$ cat src/hw/rtl/mld_pkg.sv
// Types and constants of the marked line demultiplexer.
package mld_pkg;

    localparam int CFG_IDX_W  = 3;
    localparam int CFG_DATA_W = 14;
    localparam int PIX_W      = 8;
    localparam int ROW_W      = 12;
    localparam int COL_W      = 13;
    localparam int MC_W       = 6;

    // configuration register indexes
    localparam logic [CFG_IDX_W-1:0] CFG_ROW_WIDTH    = 3'd0;
    localparam logic [CFG_IDX_W-1:0] CFG_FRAME_HEIGHT = 3'd1;
    localparam logic [CFG_IDX_W-1:0] CFG_MARKER_COL   = 3'd2;
    localparam logic [CFG_IDX_W-1:0] CFG_BRIGHT_CODE  = 3'd3;
    localparam logic [CFG_IDX_W-1:0] CFG_DARK_CODE    = 3'd4;

    // configuration reset values
    localparam logic [CFG_DATA_W-1:0] RST_ROW_WIDTH    = 14'd4096;
    localparam logic [CFG_DATA_W-1:0] RST_FRAME_HEIGHT = 14'd4096;
    localparam logic [MC_W-1:0]       RST_MARKER_COL   = 6'd3;
    localparam logic [PIX_W-1:0]      RST_BRIGHT_CODE  = 8'd64;
    localparam logic [PIX_W-1:0]      RST_DARK_CODE    = 8'd32;

    typedef struct packed {
        logic [PIX_W-1:0] pixel_in;
        logic             frame_start;
    } t_pix_in;

    typedef struct packed {
        logic [PIX_W-1:0] pixel_out;
        logic             pixel_valid;
        logic             to_dark;
        logic [ROW_W-1:0] dest_row;
        logic [COL_W-1:0] dest_col;
        logic             row_end;
        logic             frame_done;
        logic             frame_error;
    } t_pix_out;

    typedef enum logic [1:0] {
        ROUTE_UNDECIDED,
        ROUTE_BRIGHT,
        ROUTE_DARK,
        ROUTE_DROP
    } t_route;

    typedef enum logic [1:0] {
        CMD_PIXEL,
        CMD_REPLAY,
        CMD_STATUS
    } t_cmd_kind;

    // one queue entry: what the back end emits for one accepted pixel
    typedef struct packed {
        t_cmd_kind        kind;
        logic [PIX_W-1:0] pixel;
        logic             to_dark;
        logic [ROW_W-1:0] row;
        logic [COL_W-1:0] col;
        logic             row_end;
        logic             frame_done;
        logic             frame_error;
        logic [MC_W-1:0]  rep_len;
    } t_cmd;

    typedef enum logic [1:0] {
        BK_CMD,
        BK_REPLAY,
        BK_MARK
    } t_back_state;

endpackage

$ cat src/hw/rtl/mld_ram.sv
// Generic single write port, single read port RAM with registered read.
module mld_ram #(
    parameter int WIDTH = 8,
    parameter int DEPTH = 63
) (
    input  logic                                     i_clk,
    input  logic                                     i_wr_en,
    input  logic [((DEPTH > 1) ? $clog2(DEPTH) : 1)-1:0] i_wr_addr,
    input  logic [WIDTH-1:0]                         i_wr_data,
    input  logic [((DEPTH > 1) ? $clog2(DEPTH) : 1)-1:0] i_rd_addr,
    output logic [WIDTH-1:0]                         o_rd_data
);

    logic [WIDTH-1:0] r_mem [DEPTH];
    logic [WIDTH-1:0] r_rd_data;

    always_ff @(posedge i_clk) begin
        if (i_wr_en) begin
            r_mem[i_wr_addr] <= i_wr_data;
        end
        r_rd_data <= r_mem[i_rd_addr];
    end

    assign o_rd_data = r_rd_data;

endmodule

$ cat src/hw/rtl/mld_front.sv
// Front end: configuration registers, line classification, prefix capture.
module mld_front #(
    parameter int MAX_WIDTH    = 8192,
    parameter int MAX_HEIGHT   = 8192,
    parameter int PREFIX_DEPTH = 63
) (
    input  logic                                 i_clk,
    input  logic                                 i_rst_n,
    input  logic                                 i_cfg_valid,
    output logic                                 o_cfg_ready,
    input  logic [mld_pkg::CFG_IDX_W-1:0]        i_cfg_index,
    input  logic [mld_pkg::CFG_DATA_W-1:0]       i_cfg_data,
    input  logic                                 i_valid,
    input  mld_pkg::t_pix_in                     i_data,
    output logic                                 o_stall,
    output logic                                 o_push,
    output mld_pkg::t_cmd                        o_cmd,
    input  logic                                 i_full,
    output logic                                 o_ram_we,
    output logic [((PREFIX_DEPTH > 1) ? $clog2(PREFIX_DEPTH) : 1)-1:0] o_ram_addr,
    output logic [mld_pkg::PIX_W-1:0]            o_ram_wdata,
    input  logic                                 i_replay_done
);

    localparam int AW  = (PREFIX_DEPTH > 1) ? $clog2(PREFIX_DEPTH) : 1;
    localparam int CW  = $clog2(MAX_WIDTH);
    localparam int WW  = (mld_pkg::CFG_DATA_W > $clog2(MAX_WIDTH + 1)) ?
                         mld_pkg::CFG_DATA_W : $clog2(MAX_WIDTH + 1);
    localparam int HW  = (mld_pkg::CFG_DATA_W > $clog2(MAX_HEIGHT + 1)) ?
                         mld_pkg::CFG_DATA_W : $clog2(MAX_HEIGHT + 1);
    localparam int LW  = $clog2(MAX_HEIGHT + 1);
    localparam int RW  = $clog2(MAX_HEIGHT / 2 + 1);
    localparam int MCW = mld_pkg::MC_W;

    logic [mld_pkg::CFG_DATA_W-1:0] r_row_width;
    logic [mld_pkg::CFG_DATA_W-1:0] r_frame_height;
    logic [MCW-1:0]                 r_marker_col;
    logic [mld_pkg::PIX_W-1:0]      r_bright_code;
    logic [mld_pkg::PIX_W-1:0]      r_dark_code;

    logic [CW-1:0]    r_col, n_col, w_col;
    logic [LW-1:0]    r_line, n_line, w_line;
    mld_pkg::t_route  r_route, n_route, w_route;
    logic [RW-1:0]    r_bright, n_bright, w_bright;
    logic [RW-1:0]    r_dark, n_dark, w_dark;
    logic             r_err, n_err, w_err;
    logic             r_replay_busy, n_replay_busy;

    logic             w_fire;
    logic             w_fs;
    logic             w_pref_wr;
    logic             w_push;
    logic             w_last;
    logic             w_is_bright;
    logic             w_is_dark;
    logic [WW-1:0]    w_width;
    logic [HW-1:0]    w_height;
    logic [HW-1:0]    w_half;
    logic [MCW-1:0]   w_mc;
    mld_pkg::t_cmd    w_cmd;

    // configuration port is always open; unknown indexes are ignored
    assign o_cfg_ready = 1'b1;

    always_ff @(posedge i_clk) begin
        if (!i_rst_n) begin
            r_row_width    <= mld_pkg::RST_ROW_WIDTH;
            r_frame_height <= mld_pkg::RST_FRAME_HEIGHT;
            r_marker_col   <= mld_pkg::RST_MARKER_COL;
            r_bright_code  <= mld_pkg::RST_BRIGHT_CODE;
            r_dark_code    <= mld_pkg::RST_DARK_CODE;
        end else if (i_cfg_valid) begin
            case (i_cfg_index)
                mld_pkg::CFG_ROW_WIDTH:    r_row_width    <= i_cfg_data;
                mld_pkg::CFG_FRAME_HEIGHT: r_frame_height <= i_cfg_data;
                mld_pkg::CFG_MARKER_COL:   r_marker_col   <= MCW'(i_cfg_data);
                mld_pkg::CFG_BRIGHT_CODE:  r_bright_code  <= mld_pkg::PIX_W'(i_cfg_data);
                mld_pkg::CFG_DARK_CODE:    r_dark_code    <= mld_pkg::PIX_W'(i_cfg_data);
                default: ;
            endcase
        end
    end

    // saturated configuration
    always_comb begin
        w_width = WW'(r_row_width);
        if (w_width == '0) begin
            w_width = WW'(1);
        end else if (w_width > WW'(MAX_WIDTH)) begin
            w_width = WW'(MAX_WIDTH);
        end
        w_height = HW'(r_frame_height);
        if (w_height < HW'(2)) begin
            w_height = HW'(2);
        end else if (w_height > HW'(MAX_HEIGHT)) begin
            w_height = HW'(MAX_HEIGHT);
        end
        w_half = w_height >> 1;
        w_mc = (r_marker_col > MCW'(PREFIX_DEPTH)) ? MCW'(PREFIX_DEPTH) : r_marker_col;
    end

    // frame_start clears the frame state before the pixel is handled
    assign w_fs     = i_data.frame_start;
    assign w_col    = w_fs ? '0 : r_col;
    assign w_line   = w_fs ? '0 : r_line;
    assign w_route  = w_fs ? mld_pkg::ROUTE_UNDECIDED : r_route;
    assign w_bright = w_fs ? '0 : r_bright;
    assign w_dark   = w_fs ? '0 : r_dark;
    assign w_err    = w_fs ? 1'b0 : r_err;

    assign w_last      = (WW'(w_col) + WW'(1)) >= w_width;
    assign w_is_bright = (i_data.pixel_in == r_bright_code);
    assign w_is_dark   = (i_data.pixel_in == r_dark_code);

    always_comb begin
        n_route   = w_route;
        n_err     = w_err;
        n_bright  = w_bright;
        n_dark    = w_dark;
        n_col     = CW'(w_col + CW'(1));
        n_line    = w_line;
        w_pref_wr = 1'b0;
        w_push    = 1'b0;
        w_cmd     = '0;

        case (w_route)
            mld_pkg::ROUTE_UNDECIDED: begin
                if (WW'(w_col) < WW'(w_mc)) begin
                    w_pref_wr = 1'b1;
                end else if (WW'(w_col) == WW'(w_mc)) begin
                    if (w_is_bright && (HW'(w_bright) < w_half)) begin
                        n_route = mld_pkg::ROUTE_BRIGHT;
                    end else if (w_is_bright) begin
                        n_route = mld_pkg::ROUTE_DROP;
                    end else if (w_is_dark && (HW'(w_dark) < w_half)) begin
                        n_route = mld_pkg::ROUTE_DARK;
                    end else begin
                        n_route = mld_pkg::ROUTE_DROP;
                    end
                end else begin
                    // marker column passed unclassified
                    n_route = mld_pkg::ROUTE_DROP;
                end
            end
            default: ;
        endcase

        if (n_route == mld_pkg::ROUTE_DROP && w_route != mld_pkg::ROUTE_DROP) begin
            n_err = 1'b1;
        end

        if (n_route == mld_pkg::ROUTE_BRIGHT || n_route == mld_pkg::ROUTE_DARK) begin
            w_push        = 1'b1;
            w_cmd.kind    = (w_route == mld_pkg::ROUTE_UNDECIDED && w_mc != '0) ?
                            mld_pkg::CMD_REPLAY : mld_pkg::CMD_PIXEL;
            w_cmd.pixel   = i_data.pixel_in;
            w_cmd.to_dark = (n_route == mld_pkg::ROUTE_DARK);
            w_cmd.row     = (n_route == mld_pkg::ROUTE_DARK) ?
                            mld_pkg::ROW_W'(w_dark) : mld_pkg::ROW_W'(w_bright);
            w_cmd.col     = mld_pkg::COL_W'(w_col);
            w_cmd.row_end = w_last;
            w_cmd.rep_len = w_mc;
        end

        if (w_last) begin
            case (n_route)
                mld_pkg::ROUTE_UNDECIDED: n_err    = 1'b1;
                mld_pkg::ROUTE_BRIGHT:    n_bright = RW'(w_bright + RW'(1));
                mld_pkg::ROUTE_DARK:      n_dark   = RW'(w_dark + RW'(1));
                default: ;
            endcase
            n_route = mld_pkg::ROUTE_UNDECIDED;
            n_col   = '0;
            n_line  = LW'(w_line + LW'(1));
        end

        w_cmd.frame_error = n_err;

        if (w_last && (HW'(n_line) >= w_height)) begin
            if (!w_push) begin
                w_push            = 1'b1;
                w_cmd.kind        = mld_pkg::CMD_STATUS;
            end
            w_cmd.frame_done = 1'b1;
            n_col    = '0;
            n_line   = '0;
            n_route  = mld_pkg::ROUTE_UNDECIDED;
            n_bright = '0;
            n_dark   = '0;
            n_err    = 1'b0;
        end
    end

    // no prefix write while the back end still replays the previous prefix
    assign o_stall = i_full || (r_replay_busy && w_pref_wr);
    assign w_fire  = i_valid && !o_stall;

    assign o_push      = w_fire && w_push;
    assign o_cmd       = w_cmd;
    assign o_ram_we    = w_fire && w_pref_wr;
    assign o_ram_addr  = AW'(w_col);
    assign o_ram_wdata = i_data.pixel_in;

    always_comb begin
        n_replay_busy = r_replay_busy;
        if (i_replay_done) begin
            n_replay_busy = 1'b0;
        end
        if (o_push && w_cmd.kind == mld_pkg::CMD_REPLAY) begin
            n_replay_busy = 1'b1;
        end
    end

    always_ff @(posedge i_clk) begin
        if (!i_rst_n) begin
            r_col         <= '0;
            r_line        <= '0;
            r_route       <= mld_pkg::ROUTE_UNDECIDED;
            r_bright      <= '0;
            r_dark        <= '0;
            r_err         <= 1'b0;
            r_replay_busy <= 1'b0;
        end else begin
            r_replay_busy <= n_replay_busy;
            if (w_fire) begin
                r_col    <= n_col;
                r_line   <= n_line;
                r_route  <= n_route;
                r_bright <= n_bright;
                r_dark   <= n_dark;
                r_err    <= n_err;
            end
        end
    end

endmodule

$ cat src/hw/rtl/mld_queue.sv
// Command queue between the front end and the back end.
module mld_queue #(
    parameter int DEPTH = 4
) (
    input  logic          i_clk,
    input  logic          i_rst_n,
    input  logic          i_push,
    input  mld_pkg::t_cmd i_push_data,
    output logic          o_full,
    input  logic          i_pop,
    output mld_pkg::t_cmd o_pop_data,
    output logic          o_empty
);

    localparam int PW = (DEPTH > 1) ? $clog2(DEPTH) : 1;
    localparam int NW = $clog2(DEPTH + 1);

    mld_pkg::t_cmd r_entry [DEPTH];
    logic [PW-1:0] r_wr_ptr, n_wr_ptr;
    logic [PW-1:0] r_rd_ptr, n_rd_ptr;
    logic [NW-1:0] r_count, n_count;

    assign o_full     = (r_count == NW'(DEPTH));
    assign o_empty    = (r_count == '0);
    assign o_pop_data = r_entry[r_rd_ptr];

    always_comb begin
        n_wr_ptr = r_wr_ptr;
        n_rd_ptr = r_rd_ptr;
        n_count  = r_count;
        if (i_push) begin
            n_wr_ptr = (r_wr_ptr == PW'(DEPTH - 1)) ? '0 : PW'(r_wr_ptr + PW'(1));
        end
        if (i_pop) begin
            n_rd_ptr = (r_rd_ptr == PW'(DEPTH - 1)) ? '0 : PW'(r_rd_ptr + PW'(1));
        end
        if (i_push && !i_pop) begin
            n_count = NW'(r_count + NW'(1));
        end else if (i_pop && !i_push) begin
            n_count = NW'(r_count - NW'(1));
        end
    end

    always_ff @(posedge i_clk) begin
        if (i_push) begin
            r_entry[r_wr_ptr] <= i_push_data;
        end
    end

    always_ff @(posedge i_clk) begin
        if (!i_rst_n) begin
            r_wr_ptr <= '0;
            r_rd_ptr <= '0;
            r_count  <= '0;
        end else begin
            r_wr_ptr <= n_wr_ptr;
            r_rd_ptr <= n_rd_ptr;
            r_count  <= n_count;
        end
    end

endmodule

$ cat src/hw/rtl/mld_back.sv
// Back end: executes queued commands, replays the prefix, drives the result register.
module mld_back #(
    parameter int PREFIX_DEPTH = 63
) (
    input  logic                             i_clk,
    input  logic                             i_rst_n,
    input  logic                             i_empty,
    input  mld_pkg::t_cmd                    i_cmd,
    output logic                             o_pop,
    input  logic [mld_pkg::PIX_W-1:0]        i_ram_rdata,
    output logic [((PREFIX_DEPTH > 1) ? $clog2(PREFIX_DEPTH) : 1)-1:0] o_ram_raddr,
    output logic                             o_replay_done,
    output logic                             o_valid,
    output mld_pkg::t_pix_out                o_data,
    input  logic                             i_stall
);

    localparam int AW  = (PREFIX_DEPTH > 1) ? $clog2(PREFIX_DEPTH) : 1;
    localparam int MCW = mld_pkg::MC_W;

    mld_pkg::t_back_state r_state, n_state;
    mld_pkg::t_cmd        r_cmd, n_cmd;
    logic [AW-1:0]        r_idx, n_idx;
    logic                 r_out_valid;
    mld_pkg::t_pix_out    r_out;

    logic                 w_out_free;
    logic                 w_last_idx;
    logic                 w_load;
    mld_pkg::t_pix_out    w_load_data;

    assign w_out_free = !r_out_valid || !i_stall;
    assign w_last_idx = (MCW'(r_idx) + MCW'(1)) == r_cmd.rep_len;

    always_comb begin
        n_state = r_state;
        case (r_state)
            mld_pkg::BK_CMD: begin
                if (!i_empty && w_out_free && i_cmd.kind == mld_pkg::CMD_REPLAY) begin
                    n_state = mld_pkg::BK_REPLAY;
                end
            end
            mld_pkg::BK_REPLAY: begin
                if (w_out_free && w_last_idx) begin
                    n_state = mld_pkg::BK_MARK;
                end
            end
            mld_pkg::BK_MARK: begin
                if (w_out_free) begin
                    n_state = mld_pkg::BK_CMD;
                end
            end
            default: n_state = mld_pkg::BK_CMD;
        endcase
    end

    always_comb begin
        o_pop         = 1'b0;
        o_replay_done = 1'b0;
        w_load        = 1'b0;
        w_load_data   = '0;
        n_cmd         = r_cmd;
        n_idx         = r_idx;
        case (r_state)
            mld_pkg::BK_CMD: begin
                if (!i_empty && w_out_free) begin
                    o_pop = 1'b1;
                    n_cmd = i_cmd;
                    if (i_cmd.kind == mld_pkg::CMD_REPLAY) begin
                        n_idx = '0;
                    end else begin
                        w_load                  = 1'b1;
                        w_load_data.pixel_out   = i_cmd.pixel;
                        w_load_data.pixel_valid = (i_cmd.kind != mld_pkg::CMD_STATUS);
                        w_load_data.to_dark     = i_cmd.to_dark;
                        w_load_data.dest_row    = i_cmd.row;
                        w_load_data.dest_col    = i_cmd.col;
                        w_load_data.row_end     = i_cmd.row_end;
                        w_load_data.frame_done  = i_cmd.frame_done;
                        w_load_data.frame_error = i_cmd.frame_error;
                    end
                end
            end
            mld_pkg::BK_REPLAY: begin
                if (w_out_free) begin
                    w_load                  = 1'b1;
                    w_load_data.pixel_out   = i_ram_rdata;
                    w_load_data.pixel_valid = 1'b1;
                    w_load_data.to_dark     = r_cmd.to_dark;
                    w_load_data.dest_row    = r_cmd.row;
                    w_load_data.dest_col    = mld_pkg::COL_W'(r_idx);
                    w_load_data.frame_error = r_cmd.frame_error;
                    if (!w_last_idx) begin
                        n_idx = AW'(r_idx + AW'(1));
                    end
                end
            end
            mld_pkg::BK_MARK: begin
                if (w_out_free) begin
                    w_load                  = 1'b1;
                    o_replay_done           = 1'b1;
                    w_load_data.pixel_out   = r_cmd.pixel;
                    w_load_data.pixel_valid = 1'b1;
                    w_load_data.to_dark     = r_cmd.to_dark;
                    w_load_data.dest_row    = r_cmd.row;
                    w_load_data.dest_col    = r_cmd.col;
                    w_load_data.row_end     = r_cmd.row_end;
                    w_load_data.frame_done  = r_cmd.frame_done;
                    w_load_data.frame_error = r_cmd.frame_error;
                end
            end
            default: ;
        endcase
    end

    // read data always holds the entry at the current r_idx, since the RAM is addressed with the next index
    assign o_ram_raddr = n_idx;

    always_ff @(posedge i_clk) begin
        if (!i_rst_n) begin
            r_state     <= mld_pkg::BK_CMD;
            r_idx       <= '0;
            r_out_valid <= 1'b0;
        end else begin
            r_state <= n_state;
            r_idx   <= n_idx;
            if (w_load) begin
                r_out_valid <= 1'b1;
            end else if (!i_stall) begin
                r_out_valid <= 1'b0;
            end
        end
    end

    always_ff @(posedge i_clk) begin
        r_cmd <= n_cmd;
        if (w_load) begin
            r_out <= w_load_data;
        end
    end

    assign o_valid = r_out_valid;
    assign o_data  = r_out;

endmodule

$ cat src/hw/rtl/marked_line_demultiplexer.sv
// Top level of the marked line demultiplexer.
//
// Input channel (i_valid, i_data, o_stall): one 8-bit pixel per transfer in raster
// order, frame_start on the first pixel of a frame. Output channel (o_valid, o_data,
// i_stall): routed pixels tagged with bright/dark image, row and column, plus a
// status-only result (pixel_valid low) when the last pixel of a frame routed nothing.
// Configuration (i_cfg_valid, i_cfg_index, i_cfg_data, o_cfg_ready) is always ready;
// write it only while the block is idle.
// A pixel past the marker column passes through the command queue and the output
// register. The marker pixel of a routed line is preceded by the replay of the
// marker_col prefix pixels: the back end pops the replay command, reads the prefix
// RAM in its replay state and then emits the marker in its mark state.
// The output register takes one result per cycle while i_stall is low and commands
// are waiting; popping a replay command loads none (one prefix RAM read turnaround).
// The front end takes one pixel per cycle while the command queue has room, and
// holds the first prefix pixel of a line until the previous replay is done.
// Reset restores the register defaults and empties the queue and output register;
// the prefix RAM is not cleared. A stalled result holds, and the front end keeps
// accepting until QUEUE_DEPTH commands are waiting.
module marked_line_demultiplexer #(
    parameter int MAX_WIDTH    = 8192,
    parameter int MAX_HEIGHT   = 8192,
    parameter int PREFIX_DEPTH = 63,
    parameter int QUEUE_DEPTH  = 4
) (
    input  logic                           i_clk,
    input  logic                           i_rst_n,
    input  logic                           i_cfg_valid,
    output logic                           o_cfg_ready,
    input  logic [mld_pkg::CFG_IDX_W-1:0]  i_cfg_index,
    input  logic [mld_pkg::CFG_DATA_W-1:0] i_cfg_data,
    input  logic                           i_valid,
    input  mld_pkg::t_pix_in               i_data,
    output logic                           o_stall,
    output logic                           o_valid,
    output mld_pkg::t_pix_out              o_data,
    input  logic                           i_stall
);

    localparam int AW = (PREFIX_DEPTH > 1) ? $clog2(PREFIX_DEPTH) : 1;

    logic                        w_push;
    mld_pkg::t_cmd               w_push_cmd;
    logic                        w_full;
    logic                        w_pop;
    mld_pkg::t_cmd               w_pop_cmd;
    logic                        w_empty;
    logic                        w_ram_we;
    logic [AW-1:0]               w_ram_waddr;
    logic [mld_pkg::PIX_W-1:0]   w_ram_wdata;
    logic [AW-1:0]               w_ram_raddr;
    logic [mld_pkg::PIX_W-1:0]   w_ram_rdata;
    logic                        w_replay_done;

    mld_front #(
        .MAX_WIDTH    (MAX_WIDTH),
        .MAX_HEIGHT   (MAX_HEIGHT),
        .PREFIX_DEPTH (PREFIX_DEPTH)
    ) u_front (
        .i_clk         (i_clk),
        .i_rst_n       (i_rst_n),
        .i_cfg_valid   (i_cfg_valid),
        .o_cfg_ready   (o_cfg_ready),
        .i_cfg_index   (i_cfg_index),
        .i_cfg_data    (i_cfg_data),
        .i_valid       (i_valid),
        .i_data        (i_data),
        .o_stall       (o_stall),
        .o_push        (w_push),
        .o_cmd         (w_push_cmd),
        .i_full        (w_full),
        .o_ram_we      (w_ram_we),
        .o_ram_addr    (w_ram_waddr),
        .o_ram_wdata   (w_ram_wdata),
        .i_replay_done (w_replay_done)
    );

    mld_ram #(
        .WIDTH (mld_pkg::PIX_W),
        .DEPTH (PREFIX_DEPTH)
    ) u_prefix_ram (
        .i_clk     (i_clk),
        .i_wr_en   (w_ram_we),
        .i_wr_addr (w_ram_waddr),
        .i_wr_data (w_ram_wdata),
        .i_rd_addr (w_ram_raddr),
        .o_rd_data (w_ram_rdata)
    );

    mld_queue #(
        .DEPTH (QUEUE_DEPTH)
    ) u_queue (
        .i_clk       (i_clk),
        .i_rst_n     (i_rst_n),
        .i_push      (w_push),
        .i_push_data (w_push_cmd),
        .o_full      (w_full),
        .i_pop       (w_pop),
        .o_pop_data  (w_pop_cmd),
        .o_empty     (w_empty)
    );

    mld_back #(
        .PREFIX_DEPTH (PREFIX_DEPTH)
    ) u_back (
        .i_clk         (i_clk),
        .i_rst_n       (i_rst_n),
        .i_empty       (w_empty),
        .i_cmd         (w_pop_cmd),
        .o_pop         (w_pop),
        .i_ram_rdata   (w_ram_rdata),
        .o_ram_raddr   (w_ram_raddr),
        .o_replay_done (w_replay_done),
        .o_valid       (o_valid),
        .o_data        (o_data),
        .i_stall       (i_stall)
    );

endmodule

$ cat config.mk
export PLATFORM = sky130hd
export DESIGN_NAME = marked_line_demultiplexer
export DESIGN_NICKNAME = d
export VERILOG_FILES = /design/src/hw/rtl/mld_pkg.sv /design/src/hw/rtl/mld_ram.sv /design/src/hw/rtl/mld_front.sv /design/src/hw/rtl/mld_queue.sv /design/src/hw/rtl/mld_back.sv /design/src/hw/rtl/marked_line_demultiplexer.sv
export SDC_FILE = /design/constraint.sdc
export NUM_CORES = 1
export LEC_CHECK = 0
export BUFFER_PORTS_ARGS = -buffer_cell sky130_fd_sc_hd__buf_2
export CORE_UTILIZATION = 46
export CTS_BUF_LIST = sky130_fd_sc_hd__clkbuf_4
export CTS_CLUSTER_DIAMETER = 30
export DETAILED_ROUTE_END_ITERATION = 8
export SLEW_MARGIN = 0
export SYNTH_ARGS = -nofsm -noshare
export SYNTH_HDL_FRONTEND = slang
export SYNTH_SLANG_ARGS = --single-unit
export TNS_END_PERCENT = 10
$ cat constraint.sdc
create_clock -name i_clk -period 18.2 [get_ports i_clk]
set_input_delay 0.91 -clock i_clk [delete_from_list [all_inputs] [get_ports i_clk]]
set_output_delay 0.91 -clock i_clk [all_outputs]
set_load 0.02 [all_outputs]
-- Word level (Yosys, flattened, before mapping)
Memories as Yosys holds them, arrays and structs flattened. A register that Yosys moved wholly into a read port is not among the register bits.
Cells that the tools add are included.
- add/sub/neg operators: 10
- magnitude comparators: 9
- eq/ne operators: 24
- mux-type cells: 82
- reductions and logical operators: 41
- operators with widths (cell ; count):
    13-bit 2-to-1 mux ; 11
    38-bit 2-to-1 mux ; 3
    35-bit case mux with 3 select lines ; 1
    14-bit 2-to-1 mux ; 7
    13-bit by 1-bit adder with 13-bit output (second input constant) ; 3
    37-bit 2-to-1 mux ; 1
    6-bit 2-to-1 mux ; 6
    35-bit 2-to-1 mux ; 1
    2-bit 2-to-1 mux ; 17
    14-bit greater-or-equal comparator ; 2
    14-bit > comparator (second input constant) ; 2
    1-bit 2-to-1 mux ; 27
    13-bit < comparator ; 2
    8-bit equality test ; 2
    1-bit logical AND ; 15
    13-bit by 1-bit adder with 14-bit output (second input constant) ; 1
    14-bit by 1-bit adder with 14-bit output (second input constant) ; 1
    14-bit zero test ; 1
    14-bit by 2-bit < comparator with 1-bit output (second input constant) ; 1
    13-bit by 6-bit equality test with 1-bit output ; 1
    13-bit by 6-bit < comparator with 1-bit output ; 1
    12-bit 2-to-1 mux ; 1
    6-bit case mux with 2 select lines ; 1
    2-bit AND reduction ; 6
    other kinds (26) ; 52
- flip-flop bits (word level): 204
- memory bits (writable): 684
- input port bits: 31
- output and inout bits: 41
- word-level logic and storage cells: 202
- memories kept: 2
- memories (name ; depth ; width ; rd ports ; clocked after Yosys merged registers in ; write ports ; line ; RTL):
    u_prefix_ram.r_mem ; 63 ; 8 ; 1 ; 1 ; 1 ; mld_ram.sv:14 ; logic [WIDTH-1:0] r_mem [DEPTH];
    u_queue.r_entry ; 4 ; 45 ; 1 ; 1 ; 1 ; mld_queue.sv:18 ; mld_pkg::t_cmd r_entry [DEPTH];

-- Longest topological paths before layout
Gate-level depths: netlist (run 1).
- word-level depth: 20
- gate-level depth with buffers: 36
- depth with buffers taken out: 33

-- Cells and area by module
Synthesis (run 1) repeated with hierarchy kept, for this count alone.
- cell total of the unflattened synthesis: 2514
- area total of the unflattened synthesis: 38182.9 µm²
- by module, submodules not included (module ; instances ; cells each ; area each (µm²) ; sequential area each (µm²)):
    mld_ram ; 1 ; 949 ; 19806.5 ; 15294.7
    mld_front ; 1 ; 989 ; 7458.4 ; 2142.1
    mld_queue ; 1 ; 279 ; 7011.7 ; 5585.4
    mld_back ; 1 ; 297 ; 3906.2 ; 2612.5

-- Worst setup path after synthesis (run 1)
OpenSTA, ideal clock, no wires.
- path type: input-to-reg
- start: input port i_data[0] (netlist bit)
- end: memory u_queue.r_entry[3][0] (netlist bit) (enable)
- setup time: 0.407 ns
- arrival: 7.319 ns
- slack: 10.474 ns
- cell stages on the path: 31
- buffers on the path: 3
- path through: inv_1 clkbuf_1 clkbuf_1 nand2_1 inv_1 ha_1 nand3_1 nor3_1 nand3_1 xor2_1 nor2_1 ha_1 and2_1 nand3_1 nor4_1 nor3_1 a21oi_1 clkbuf_1 nand4_1 xor2_1 nor2_1 ha_1 nand4_1 o221ai_1 a21o_1 a21oi_1 o21ai_0 a211o_1 nand3_1 a21oi_1 and2_1
- word-level cells in the longest chain between the ends: 16
- ends and longest elaborated chain (item ; line ; RTL):
    from (decl) ; marked_line_demultiplexer.sv:33 ; input mld_pkg::t_pix_in i_data,
    parallel branches: the longest is 13 deep, another holds 13-bit by 1-bit adder with 14-bit output ; - ;
    1-bit logical AND * ; mld_front.sv:198 ; assign o_push = w_fire && w_push;
    named net u_front.o_push ; mld_front.sv:16 ; output logic o_push,
    1-bit 2-to-1 mux * ; mld_queue.sv:45 ; if (i_push) begin
    1-bit 2-to-1 mux (implied by the code) * ; mld_queue.sv:46 ; r_entry[r_wr_ptr] <= i_push_data;
    to (decl) ; mld_queue.sv:18 ;
Mark *: on every way through the listed nets, which the timed path passes.

-- Worst setup path after layout (run 1)
- start: input port i_data[0] (netlist bit)
- end: register u_queue.r_count[2]
- word-level cells in the longest chain between the ends: 17
- ends and longest elaborated chain (item ; line ; RTL):
    parallel branches: the longest is 13 deep, another holds 13-bit by 1-bit adder with 14-bit output ; - ;
    1-bit logical AND * ; mld_front.sv:198 ;
    named net u_front.o_push ; mld_front.sv:16 ;
    1-bit zero test ; mld_queue.sv:39 ; end else if (i_pop && !i_push) begin
    1-bit logical AND ; mld_queue.sv:39 ;
    2-bit nonzero test (no source line) ; - ;
    to (signal assigned) ; mld_queue.sv:58 ; r_count <= n_count;
    to (decl) ; mld_queue.sv:21 ; logic [NW-1:0] r_count, n_count;
Marks and branches as above.
A chain may end at the register's enable or synchronous reset.

==> run metrics, run 1 <==
Cells after Synth=2823; Power Dens Cells=121 nW/um^2; vias in the first global route=25100; via count=25000; synth warn=0; synthesized cell area=38100 um^2; router iterations before antenna repair=5; total CTS buffers=229; R2R Path End=u_queue.r_count[2]$_SDFFE_PN0P_; clk buf depth=3; number of I/O port buffers=70; Comb pwr share=18.6%; clk sinks=898; most frequent cell after synthesis=edfxtp_1; GRT overflow=0; WHS Path Cells=3; MaxCap Viol Count=0; Period Utilization, post-route=46.3%; Post-synth top flop=edfxtp_1; final setup fails=0; largest net degree at the start of global routing=108; DR iter-0 viols=2302; Die ar.=84000 um^2; r2r setup slk=10.57 ns; dpl cell area=39600 um^2; routed wire length=98.9 mm; P_sw=1.51 mW; DPL Wire Length=62.4 mm; post-DR vias/cell=5.83; Sw Share=29.1%; row cnt=105; crit path DAT=9.38 ns; Starting Density=46.4%; Reg2Reg Launch Point=u_front.r_col[1]$_SDFFE_PN0P_; filler cell count=7001; later-pin clock latency in the skew report=1.10 ns; syn_nets=2934; CP startpoint kind=input port; Worst setup EP type=register; Cell variety after synth=87; WS Path Type=in -> reg; Die Height=290 um; synthesis-to-finish area growth=12.1%; Avg Inst Size Synth=13.5 um^2; slowest stage delay, CP=0.74 ns; Max VDD drop=0.0000768 V; CTS tree=built; Async SR Flop Fraction=0%; largest cells by area after synthesis=edfxtp_1, dfxtp_1, nand2_1, mux4_2, ha_1; post-synthesis sequential area ratio=67.2%; Hold Path End=u_front.r_dark_code[4]$_SDFFE_PN0P_; # DRC=0; clk root buf=clkbuf_4; register bit total from synthesis=898; Fin. Hold Viols=0; core region area=82100 um^2; chip width=290 um; final net count=3144; Required @ worst endpoint=19.16 ns; post-cts resize count=0; Reg2Reg Depth=32; Highest Clock Rate=0.119 GHz; Slew Viols, Final=0; fin crit period=8.42 ns; most frequent cells after synthesis=edfxtp_1, nand2_1, nor2_1; final instance area=42700 um^2; slowest cell on the critical path=inv_1; share of cells above drive strength 1=19.0%; share of power burned in registers=47.7%; setup_tns=0 ns; cts hold-fix bufs=8; Critical Path Fanout Max=57; Layout Skew=0.0895 ns; Clk network pwr share=33.7%; CTS clk-pin slew, worst paths=0.07 ns; GR Util All Layers=23.5%; number of synthesized flops with an enable pin=765; postcts setup bufs=0; worst hold path class=in -> reg; status=completed; Slew @ Worst Pin=1.16 ns; first-pass GRT wire length=150 mm; RSZ-0062 raised after global routing=no; initial antenna violation count=3; num ports=72; biggest area consumer among synthesized cells=edfxtp_1; H-tree levels=4; Pint=3.68 mW; remaining antenna violation count=0; Worst slew margin=22.7%; Hold Startpoint=i_cfg_data[4]; Synth top area share=60.2%; Lkg Pwr=14.6 nW; gp weighted congestion=0.893; post-DR wirelength/cell=23.1 um
## placed cells by master (no fill, tap or decap), types with 31 or more instances in the layout
| cell | instances |
|---|---|
| a22oi_1 | 37 |
| a21oi_1 | 151 |
| edfxtp_1 | 765 |
| clkinv_1 | 45 |
| clkbuf_4 | 343 |
| nand3_1 | 119 |
| mux4_2 | 63 |
| inv_1 | 45 |
| nand2_1 | 428 |
| ha_1 | 79 |
| dfxtp_1 | 131 |
| nor2_1 | 189 |
| nor2b_1 | 41 |
| nand4_1 | 43 |
| buf_2 | 70 |
| buf_4 | 48 |
| o21ai_0 | 31 |
| a32oi_1 | 51 |
| mux2i_1 | 94 |
## per-layer routing
| metal | global-route usage, % | up-vias | share of wire (%) |
|---|---|---|---|
| met4 | 7.50 | 0 | 1.9 |
| li1 | - | 11300 | - |
| met1 | 33.4 | 12500 | 45 |
| met5 | 0 | - | 0 |
| met3 | 4.93 | 143 | 7.3 |
| met2 | 36.2 | 981 | 46 |
## how the worst max path moves through the flow
stage | to | startpoint
2_1_floorplan | u_queue.r_entry[3][0]$_DFFE_PP_ | i_data[0]
3_3_place_gp | u_queue.r_count[2]$_SDFFE_PN0P_ | i_data[0]
3_5_place_dp | u_queue.r_count[2]$_SDFFE_PN0P_ | i_data[0]
4_1_cts | u_queue.r_count[2]$_SDFFE_PN0P_ | i_data[0]
5_1_grt | u_queue.r_count[2]$_SDFFE_PN0P_ | i_data[0]
6_report | u_queue.r_count[2]$_SDFFE_PN0P_ | i_data[0]
## layout make-up
cell class              count  area [um^2]  share of cell area (%)
inverters                  49          184                   0.430
repair buffers            126          791                    1.85
clock inverters            69          470                    1.10
well taps                1070         1340                    3.13
flip-flops and latches    898        25600                    60.0
clock buffers             343         2570                    6.03
multi-input cells        1729        11700                    27.5
diodes                      1         2.50                 0.00586
## metrics by stage
step | utilization (%) | power [mW] | setup WS [ns] | hold slack, ns | cells
final | 52.0 | 5.19 | 9.78 | 0.138 | 4285
after global routing | 52.0 | 5.42 | 9.35 | 0.0522 | 4285
after global placement | 48.2 | 3.47 | 9.16 | 0.426 | 3864
after detailed placement | 48.2 | 3.48 | 8.93 | 0.440 | 3864
after CTS | 52.0 | 5.23 | 10.07 | 0.00258 | 4284
after floorplan | - | 3.13 | 10.47 | 0.418 | 2823
## cells by family (layout without fill, tap and decap cells)
group                      Yosys count  in the layout  synth area share, %
other                                1              2              0.00983
AOI/OAI and AO/OA                  456            456                 8.43
buffers and inverters              196            587                 2.17
adders and majority gates           80             80                 2.64
muxes                              182            182                 6.99
and+or+nand+nor                    960            960                 11.4
xor gates and xnor gates            50             50                 1.19
DFF                                898            898                 67.2
## worst max-delay path, delay by kind of cell
kind            cells  cell delay [ns]
xor+xnor            2             0.36
buf+inv             6             1.69
simple gates       14             2.78
fa+ha+maj           4             1.26
compound gates      9             2.31
## power groups by stage
stage	logic [mW]	registers, mW	clock network, mW
floorplan	0.578	2.55	0
detailed placement	0.963	2.52	0
global route	1.04	2.48	1.90
CTS	0.968	2.47	1.79
finish	0.965	2.47	1.75
global placement	0.952	2.51	0
## sequential cells by signal, indices dropped and copies added (netlist names), 2 cells and up, named ones only
name / count
u_prefix_ram.r_mem: 504
u_front.r_col: 13
u_back.o_data: 38
u_front.r_row_width: 14
u_queue.r_wr_ptr: 2
u_front.r_bright: 13
u_prefix_ram.o_rd_data: 8
u_front.r_line: 14
u_front.r_dark_code: 8
u_front.r_route: 2
u_front.r_frame_height: 14
u_queue.r_entry: 180
u_queue.r_rd_ptr: 2
u_back.r_cmd: 43
u_back.r_idx: 6
u_queue.r_count: 3
u_front.r_dark: 13
u_back.r_state: 2
u_front.r_marker_col: 6
u_front.r_bright_code: 8
Power figures use the tool's default switching activity.
==> inputs of run 2 (changes only) <==
==> constraint.sdc (replaced) <==
create_clock -name i_clk -period 7.5 [get_ports i_clk]
set_input_delay 0.375 -clock i_clk [delete_from_list [all_inputs] [get_ports i_clk]]
set_output_delay 0.375 -clock i_clk [all_outputs]
set_load 0.02 [all_outputs]
==> run metrics, run 2 (same netlist as run 1, synthesis figures left out) <==
via count=25200 (was 25000); Period Utilization, post-route=93.3%; Max VDD drop=0.000147 V (was 0.0000768 V); router iterations before antenna repair=8 (was 5); num ports=72 (unchanged); worst hold path class=in -> reg (unchanged); final core occ=52.8% (was 52.0%); total CTS buffers=232 (was 229); R2R Path End=u_queue.r_entry[3][26]$_DFFE_PP_ (was u_queue.r_count[2]$_SDFFE_PN0P_); CTS clk-pin slew, worst paths=0.07 ns (about the same); P_sw=3.66 mW (was 1.51 mW); core region area=82100 um^2 (unchanged); max reg flops=504 (unchanged); clk root buf=clkbuf_4 (unchanged); top flop regs=u_prefix_ram.r_mem: 504 flops, u_queue.r_entry: 180 flops, u_back.r_cmd: 43 flops (unchanged); routed wire length=99.9 mm (was 98.9 mm); postcts setup bufs=0 (unchanged); synthesis-to-finish area growth=13.7% (was 12.1%); Worst slew margin=18.3% (was 22.7%); MaxCap Viol Count=0 (unchanged); Comb pwr share=17.8% (was 18.6%); later-pin clock latency in the skew report=1.10 ns (about the same); Reg2Reg Launch Point=u_front.r_col[1]$_SDFFE_PN0P_ (unchanged); Critical Path Fanout Max=34 (was 57); Slew @ Worst Pin=1.23 ns (was 1.16 ns); initial antenna violation count=4 (was 3); dpl cell area=39700 um^2 (was 39600 um^2); final instance area=43400 um^2 (was 42700 um^2); remaining antenna violation count=0 (unchanged); Layout Skew=0.0849 ns (was 0.0895 ns); placed cell count=3871 (was 3864); clk sinks=898 (unchanged); Sw Share=28.7% (was 29.1%); most frequent cells in the layout=edfxtp_1, nand2_1, clkbuf_4 (unchanged); chip width=290 um (unchanged); routed wire length on met2=46.7 mm (was 45.7 mm); gp weighted congestion=0.902 (was 0.893); r2r setup slk=0.51 ns (was 10.57 ns); WS Path Type=reg -> reg (was in -> reg); status=completed (unchanged); Max Used Layer=met5 (was met4); Slew Viols, Final=0 (unchanged); post-DR vias/cell=5.79 (was 5.83); share of power burned in registers=47.3% (was 47.7%); Starting Density=46.4% (unchanged); largest net degree at the start of global routing=94 (was 108); RSZ-0062 raised after global routing=yes (was no); Post-Layout Cell Count=4350 (was 4285); DPL Wire Length=64.4 mm (was 62.4 mm); Reg2Reg Depth=27 (was 32); Worst setup EP type=register (unchanged); vias in the first global route=25200 (was 25100); WHS Path Cells=4 (was 3); post-DR wirelength/cell=23.0 um (was 23.1 um); Power Dens Cells=294 nW/um^2 (was 121 nW/um^2); Highest Clock Rate=0.143 GHz; Pint=9.08 mW (was 3.68 mW); CP startpoint kind=register (was input port); GR Util All Layers=23.8% (was 23.5%); CTS tree=built (unchanged); WL met3=6.92 mm (was 7.19 mm); Die Height=290 um (unchanged); first-pass GRT wire length=152 mm (was 150 mm); clk buf depth=3 (unchanged); Fin. Hold Viols=0 (unchanged); fin crit period=6.99 ns; Die ar.=84000 um^2 (unchanged); number of I/O port buffers=70 (unchanged); final net count=3195 (was 3144); # DRC=0 (unchanged); Lkg Pwr=14.8 nW (was 14.6 nW); GRT overflow=0 (unchanged); Hold Path End=u_front.r_dark_code[6]$_SDFFE_PN0P_ (was u_front.r_dark_code[4]$_SDFFE_PN0P_); Required @ worst endpoint=8.23 ns (was 19.16 ns); Hold Startpoint=i_cfg_data[6] (was i_cfg_data[4]); DR iter-0 viols=2286 (was 2302); share of cells above drive strength 1=18.9% (was 19.0%); Metal-1 WL=44.2 mm (was 44.1 mm); row cnt=105 (unchanged); final setup fails=0 (unchanged); leading cell type in the layout, fill and taps excluded=edfxtp_1 (unchanged); Clk network pwr share=34.9% (was 33.7%); H-tree levels=4 (unchanged); Largest Register=u_prefix_ram.r_mem (unchanged); crit path DAT=7.73 ns (was 9.38 ns)
## run 2: cell count changes in the layout (fill, tap and decap cells not counted), sizes merged
| cell | before | now |
|---|---|---|
| clkbuf | 343 | 338 |
| clkinvlp | 1 | 2 |
| buf | 118 | 125 |
| diode | 1 | 2 |
| inv | 51 | 47 |
| bufinv | 6 | 11 |
| dlygate4sd3 | 8 | 49 |
| clkinv | 60 | 79 |
## run 2: timing repair
action                                  4_1_cts  5_1_grt
endpoints found under the hold margin       198        0
hold buffers                                 49        0
gates resized for setup                       0        3
endpoints found under the setup margin        0       85
## run 2: worst max-delay path, cell delays in order, from the launching register on
cell	delay (ns)
dfxtp_1	0.35
nand2_1	0.08
inv_1	0.14
nand3_1	0.16
nor3_1	0.27
and3_1	0.25
nand3_1	0.17
or3_1	0.38
a21oi_1	0.22
ha_1	0.19
and2_1	0.16
nand3_1	0.08
nor4_1	0.28
nor3_1	0.15
a2111oi_0	0.54
xnor2_1	0.18
nor2_1	0.08
ha_1	0.34
nand4_1	0.13
o221ai_1	0.17
a21o_1	0.14
a21oi_1	0.05
o21ai_0	0.17
a211o_1	0.20
nand3_1	0.18
a21oi_2	0.37
and2_2	0.85
buf_4	0.35
## run 2: stage by stage
stage	hold WS (ns)	setup WS, ns	setup TNS (ns)	power, mW
global route	0.0779	-0.0517	-0.807	13.3
finish	0.135	0.505	0	12.7
global placement	0.426	0.141	0	8.36
detailed placement	0.432	0.00946	0	8.41
floorplan	0.418	0.309	0	7.60
CTS	0.00202	0.250	0	12.9
## run 2: per-layer routing
metal / GRT usage (%) / vias up
met4: 7.89 / 2
met5: 0 / -
met2: 37.1 / 974
met1: 33.7 / 12600
met3: 4.70 / 157
li1: - / 11500
## run 2: layout make-up
cell class / count / area [um^2]
multi-input combinational: 1729 / 11700
inverter: 49 / 184
tap: 1070 / 1340
antenna: 2 / 5.00
sequential: 898 / 25600
clock inverter: 90 / 668
fill: 6975 / 38700
timing repair buffer: 174 / 1250
clock buffer: 338 / 2540
## run 2: worst max path at each step
stage / start / to / slack [ns] / cells after the start
finish: u_front.r_col[1]$_SDFFE_PN0P_ / u_queue.r_entry[3][26]$_DFFE_PP_ / 0.51 / 27
global route: u_front.r_col[1]$_SDFFE_PN0P_ / u_queue.r_entry[2][26]$_DFFE_PP_ / -0.05 / 29
CTS: u_front.r_col[1]$_SDFFE_PN0P_ / u_queue.r_entry[1][32]$_DFFE_PP_ / 0.25 / 27
detailed placement: i_data[0] / u_queue.r_entry[1][33]$_DFFE_PP_ / 0.009 / 29
global placement: i_data[0] / u_queue.r_entry[1][28]$_DFFE_PP_ / 0.14 / 29
floorplan: i_data[0] / u_queue.r_entry[3][0]$_DFFE_PP_ / 0.31 / 31
## run 2: power by group through the flow
stage / clock, mW / combinational [mW] / sequential, mW
floorplan: 0 / 1.40 / 6.20
global placement: 0 / 2.22 / 6.13
detailed placement: 0 / 2.26 / 6.15
CTS: 4.54 / 2.28 / 6.04
global route: 4.80 / 2.45 / 6.06
finish: 4.45 / 2.27 / 6.03
